`config.mk`:
```
export PLATFORM = sky130hd
export DESIGN_NAME = ialu_div_stage
export DESIGN_NICKNAME = d
export VERILOG_FILES = /design/src/sv/ialu_pkg.sv /design/src/sv/ialu_div_stage.sv
export SDC_FILE = /design/constraint.sdc
export NUM_CORES = 1
export LEC_CHECK = 0
export ABC_AREA = 1
export BUFFER_PORTS_ARGS = -buffer_cell sky130_fd_sc_hd__buf_2
export CORE_ASPECT_RATIO = 0.5
export CORE_MARGIN = 5
export CORE_UTILIZATION = 40
export DETAILED_ROUTE_END_ITERATION = 7
export GPL_TIMING_DRIVEN = 0
export HOLD_SLACK_MARGIN = 0.03
export SLEW_MARGIN = 0
export SYNTH_ARGS = -nofsm -noshare
export SYNTH_HDL_FRONTEND = slang
export SYNTH_SLANG_ARGS = --single-unit
export TNS_END_PERCENT = 100
```
`constraint.sdc`:
```
create_clock -name clk_i -period 1.15 [get_ports clk_i]
set_input_delay 0 -clock clk_i [delete_from_list [all_inputs] [get_ports clk_i]]
set_output_delay 0 -clock clk_i [all_outputs]
set_load 0.01 [all_outputs]
```
`src/sv/ialu_pkg.sv`:
```
package ialu_pkg;

  localparam int unsigned XLEN = 64;
  localparam int unsigned DIV_STAGES = XLEN;

  typedef enum logic [4:0] {
    OP_ADD  = 5'd0,
    OP_SUB  = 5'd1,
    OP_MUL  = 5'd2,
    OP_DIV  = 5'd3,
    OP_MOD  = 5'd4,
    OP_OR   = 5'd5,
    OP_XOR  = 5'd6,
    OP_AND  = 5'd7,
    OP_SHL  = 5'd8,
    OP_SHR  = 5'd9,
    OP_EQ   = 5'd10,
    OP_NE   = 5'd11,
    OP_LT   = 5'd12,
    OP_LE   = 5'd13,
    OP_GT   = 5'd14,
    OP_GE   = 5'd15,
    OP_LAND = 5'd16,
    OP_LOR  = 5'd17,
    OP_NEG  = 5'd18,
    OP_LNOT = 5'd19,
    OP_NOT  = 5'd20
  } mode_e;

  // One item as it travels through the divider stages. For operations other
  // than divide and modulo, quot already holds the finished result.
  typedef struct packed {
    logic            valid;
    mode_e           op;
    logic            neg_q;
    logic            neg_r;
    logic            zero_b;
    logic [XLEN-1:0] divisor;
    logic [XLEN-1:0] rem;
    logic [XLEN-1:0] quot;
  } div_t;

endpackage

```
`src/sv/ialu_div_stage.sv`:
```
module ialu_div_stage
  import ialu_pkg::*;
(
  input  logic clk_i,
  input  logic rst_ni,
  input  logic en_i,
  input  div_t d_i,
  output div_t q_o
);

  logic [XLEN:0]   shifted;
  logic [XLEN:0]   diff;
  logic            is_div;
  div_t            q_d;
  div_t            q_q;

  // One restoring step: bring in the next dividend bit and try to subtract.
  always_comb begin
    is_div  = (d_i.op == OP_DIV) || (d_i.op == OP_MOD);
    shifted = {d_i.rem, d_i.quot[XLEN-1]};
    diff    = shifted - {1'b0, d_i.divisor};
    q_d     = d_i;
    if (is_div) begin
      if (!diff[XLEN]) begin
        q_d.rem = diff[XLEN-1:0];
      end else begin
        q_d.rem = shifted[XLEN-1:0];
      end
      q_d.quot = {d_i.quot[XLEN-2:0], ~diff[XLEN]};
    end
  end

  always_ff @(posedge clk_i or negedge rst_ni) begin
    if (!rst_ni) begin
      q_q <= '0;
    end else if (en_i) begin
      q_q <= q_d;
    end
  end

  assign q_o = q_q;

endmodule

```
; ---- Word level (Yosys, flattened, before mapping)
; Cells that the tools add are included.
[totals]
mem_bits_rw = 0
rom_bits = 0
wordCells = 15
memories = 0
out_inout_bits = 201
latch_bits = 0
register_bits = 201
input_bits = 204
[op_classes]
bitwise_logic = 1
n_lt_le_gt_ge = 0
n_shift = 0
reduce_logical = 1
div = 0
eq_ne = 2
multipliers = 0
addsub = 1
mux = 2
[op_table]
columns = operator, n
row1 = 2-to-1 mux 128 bit, 1
row2 = subtractor 65 x 64 -> 65 bit, 1
row3 = 2-to-1 mux 64 bit, 1
row4 = "== test 5 x 2 -> 1 bit, second input constant", 1
row5 = "== test 5 x 3 -> 1 bit, second input constant", 1
row6 = logical OR 1 bit, 1
row7 = NOT 1 bit, 1

; ---- Depth between registers and ports, before layout
[depth]
depth_word = 3
mapped_depth = 22
depth_no_buf = 20

; ---- Least setup slack after synthesis
; OpenSTA, ideal clock, no wires.
[synth_path]
path_type = in2reg
startpoint = input port d_i[63] (netlist name)
endpoint = register q_q (netlist bit q_o[113])
path_buffers = 2
cell_stages = 21
required_time_ns = 1.028
arrival_time_ns = 1.930
setup_ns = 0.122
slack_ns = -0.902
path_cell_list = inv_1 > ha_1 > fa_1 > inv_1 > nand2_1 > nand2_1 > nand3_1 > nand2_2 > nand2_1 > nand2_2 > nand2_1 > nand2_2 > nand2_2 > nand2_1 > nand2_2 > buf_6 > buf_4 > nand3_1 > nand2_1 > nand2_1 > a21oi_2
[synth_between]
elab_chain_len = 3
[synth_lines]
columns = item, line
row1 = start: declaration, ialu_div_stage.sv:7  ; input div_t d_i,
row2 = subtractor 65 x 64 -> 65 bit, ialu_div_stage.sv:21  ; diff = shifted - {1'b0, d_i.divisor};
row3 = 2-to-1 mux 64 bit, ialu_div_stage.sv:24  ; if (!diff[XLEN]) begin
row4 = 2-to-1 mux 128 bit, ialu_div_stage.sv:23  ; if (is_div) begin
row5 = end signal: assignment, ialu_div_stage.sv:37  ; q_q <= q_d;
row6 = end: declaration, ialu_div_stage.sv:15  ; div_t q_q;
; No other way between the ends.
; A chain may end at the register's enable or synchronous reset.

; ---- Worst setup path in the final report
[layout_path]
startpoint = input port d_i[63] (netlist name)
endpoint = register q_q (netlist bit q_o[124])
; Same word-level chain as after synthesis.

==> reports/results.tsv <==
stage	metric	value	unit
status	outcome	complete, but fails checks	
status	failing checks	hold timing, setup timing	
sta	Final Hold Viols	7	
routing	Via Count	18900	
min_path	HP Class	primary input to asynchronous set/reset pin	
grt	grt ovf	0	
yosys	number of enable flip-flop cells after synthesis	0	
worst_setup_path	worst path required time	1.64	ns
final_layout	share of cells above drive strength 1	24.4	%
place	Placed Instances	3511	
yosys	post-synthesis register bit count	201	
power_and_ir_drop	Gate power share	37.6	%
power_and_ir_drop	Pleak	12.2	nW
routing	WL final	69300	um
yosys	number of distinct library cells after synthesis	31	
power_and_ir_drop	Reg power frac	33.0	%
yosys	post-synth top area share	31.9	%
floorplan	Core Region	38900	um2
sta	RSZ-0062 raised after global routing	true	
clock_tree	clock sinks	201	
grt	global-route usage over all layers	30.2	%
yosys	Synth Cell Area	15700	um2
yosys	top cells by count, synth	nand2_1 (900), inv_1 (447), a21oi_1 (291), nor2_1 (226), dfrtp_1 (201)	
power_and_ir_drop	Power Internal	15.5	mW
run	max-capacitance violation count	0	
routing	1st-pass router iterations	6	
final_layout	layout net count	3512	
worst_setup_path	CP Max Fanout	6	
yosys	area leader, netlist	dfrtp_1	
yosys	most common cell in the netlist	nand2_1	
sta	fin crit period	1.80	ns
routing	Antenna Nets Post-Route	0	
sta	Worst Slack Setup Final	-0.646	ns
power_and_ir_drop	clock power share	29.5	%
floorplan	Rows	51	
worst_setup_path	critical path type	primary input to flip-flop	
yosys	Seq/Total Area, Yosys	31.9	%
sta	Least-Margin Pin Slew	0.799	ns
yosys	post-synth net total	2845	
yosys	yosys warns	0	
yosys	ys async rst share	100	%
place	I/O Buffers	404	
sta	Max Clock Freq	557	MHz
grt	initial antenna violation count	4	
grt	vias in the first global route	18000	
yosys	Mapped Avg Cell Area	6.11	um2
final_layout	# fillers	3858	
yosys	Syn Inst Count	2576	
power_and_ir_drop	PwrDens	1060	nW/um2
floorplan	Die Y	150	um
power_and_ir_drop	Sw Pwr	9.13	mW
power_and_ir_drop	sw frac	37.0	%
floorplan	Initial Util	40.5	%
clock_tree	clk buf depth	3	
routing	number of remaining DRC errors	0	
sta	max_slew headroom	46.7	%
clock_tree	register clock-pin slew on the reported worst setup and hold paths	0.07	ns
clock_tree	CTS tree	done	
sta	final-report setup violation count	65	
power_and_ir_drop	Pwr Total	24.7	mW
sta	worst clock skew	0	ns
worst_setup_path	Worst EP arrival	2.29	ns
yosys	ranking of synthesized cells by area	dfrtp_1 (32%), nand2_1 (21%), inv_1 (11%), a21oi_1 (9.2%), nor2_1 (5.4%)	
final_layout	Layout area overhead	47.3	%
clock_tree	htree depth	1	
clock_tree	worst-skew pair later-pin latency	0.56	ns
worst_setup_path	Worst Setup Start Kind	primary input	
power_and_ir_drop	Peak VDD IR	1.16	mV
grt	global-route wire length before repair	104000	um
floorplan	# IOs	405	
grt	largest net degree at the start of global routing	111	
routing	Wirelength per Cell	18.3	um
sta	hold_ws	-0.00953	ns
clock_tree	TritonCTS Buffers	21	
sta	pins over their slew limit	0	
final_layout	max reg flops	201	
final_layout	post-route insts no fill	3788	
routing	first-iteration detailed-routing DRC count	1660	
routing	Vias/cell	4.98	
clock_tree	Root Driver	clkbuf_16	
sta	Tcrit/Tclk final	156	%
yosys	ys flop type	dfrtp_1	
place	routability congestion estimate from global placement	0.992	
place	DP HPWL	52600	um
floorplan	total die area	43700	um2
floorplan	DIE WIDTH	291	um
worst_setup_path	CP Capture Type	flip-flop	
layout by cell type (no fill, tap or decap), types with 4 or more instances in the layout:
master	count
ha_1	17
nand3b_1	45
buf_1	11
buf_12	14
buf_6	10
clkbuf_8	4
nand3_1	94
clkbuf_16	26
inv_2	21
clkbuf_2	14
nor3_1	9
a21oi_2	40
nor4_1	5
inv_1	433
ha_4	40
clkbuf_4	4
nand3_2	32
nor2_1	203
nand2_1	822
nor2_4	19
dlygate4sd3_1	207
xnor2_1	9
clkbuf_1	39
o21ai_0	69
ha_2	7
nand3_4	5
nand4_1	16
nand2_4	17
buf_2	405
xor2_1	22
a21oi_1	254
nor2_2	15
dfrtp_1	201
buf_4	27
nand2_2	73
power by group through the flow:
stage	combinational [mW]	clock, mW	sequential (mW)
after CTS	8.58	7.39	8.11
after global routing	10.1	7.69	8.21
after global placement	7.25	0	8.23
after detailed placement	7.31	0	8.24
final	9.26	7.26	8.13
after floorplan	3.96	0	8.59
final cells by class:
class                   count  area (um2)  area share [%]
multi-input cells        1826        9900            42.7
flip-flops and latches    201        5030            21.7
repair buffers            644        4540            19.6
inverters                 456        1720            7.43
well taps                 530         663            2.86
plain buffers              93         643            2.77
clock buffers              28         592            2.55
clock inverters             8         103           0.442
diodes                      2        5.00          0.0216
kinds of logic (layout without fill, tap and decap cells):
logic type                 Yosys count  count (layout)  share of synthesized area (%)
xor gates and xnor gates            31              31                           1.72
adders and majority gates           65              65                           5.21
buffers and inverters              549            1229                           13.8
and+or+nand+nor                   1364            1364                           35.6
DFF                                201             201                           31.9
AOI/OAI and AO/OA                  366             366                           11.7
other                                0               2                              0
worst paths after layout:
check                      startpoint  endpoint  slack, ns  depth (start not counted)
min in group clk_i            d_i[92]   q_o[93]       0.02                          7
max in group asynchronous      rst_ni  q_o[147]       0.36                          3
min reg2reg                  q_o[193]  q_o[193]       0.47                          2
min                            rst_ni  q_o[161]      -0.01                          2
max reg2reg                  q_o[178]  q_o[178]       0.45                          2
max                           d_i[63]  q_o[124]      -0.65                         23
what timing repair did:
action	4_1_cts	5_1_grt
setup buffers	15	12
gates resized for setup	199	162
hold buffers	206	1
endpoints found under the hold margin	292	2
pin swaps	21	29
gates cloned	2	5
setup endpoints to repair	166	233
per-stage QoR:
step	setup TNS [ns]	util, %	setup slack, ns	cell area (um2)
6_report	-37.88	59.7	-0.646	23200
3_5_place_dp	-204.00	47.8	-1.59	18600
5_1_grt	-42.93	59.7	-0.727	23200
3_3_place_gp	-910.58	47.7	-3.57	18500
2_1_floorplan	-49.15	-	-0.795	15800
4_1_cts	-31.90	57.5	-0.547	22400
critical path, cell delays in order:
cell and delay, ns:
buf_12 0.09, inv_12 0.03, ha_4 0.16, fa_2 0.38, inv_2 0.09, nand2_2 0.06, nand2_2 0.07, nand3_2 0.07
nand2_2 0.11, nand2_2 0.06, nand2_2 0.08, nand2_2 0.06, nand2_4 0.07, nand2_4 0.06, nand2_4 0.07, nand2_4 0.08
nand2_4 0.10, buf_12 0.18, buf_12 0.16, nand2_4 0.05, nand2_2 0.06, nand2_2 0.05, a21oi_2 0.14
layer usage:
metal,track usage [%],share of wire [%],up-vias
met4,4.54,1.6,0
met5,0,0,-
met1,44.4,47,8896
met3,5.50,7.6,73
met2,47.8,44,614
li1,-,-,9283
Note: power is estimated with default switching activity, not from simulation.
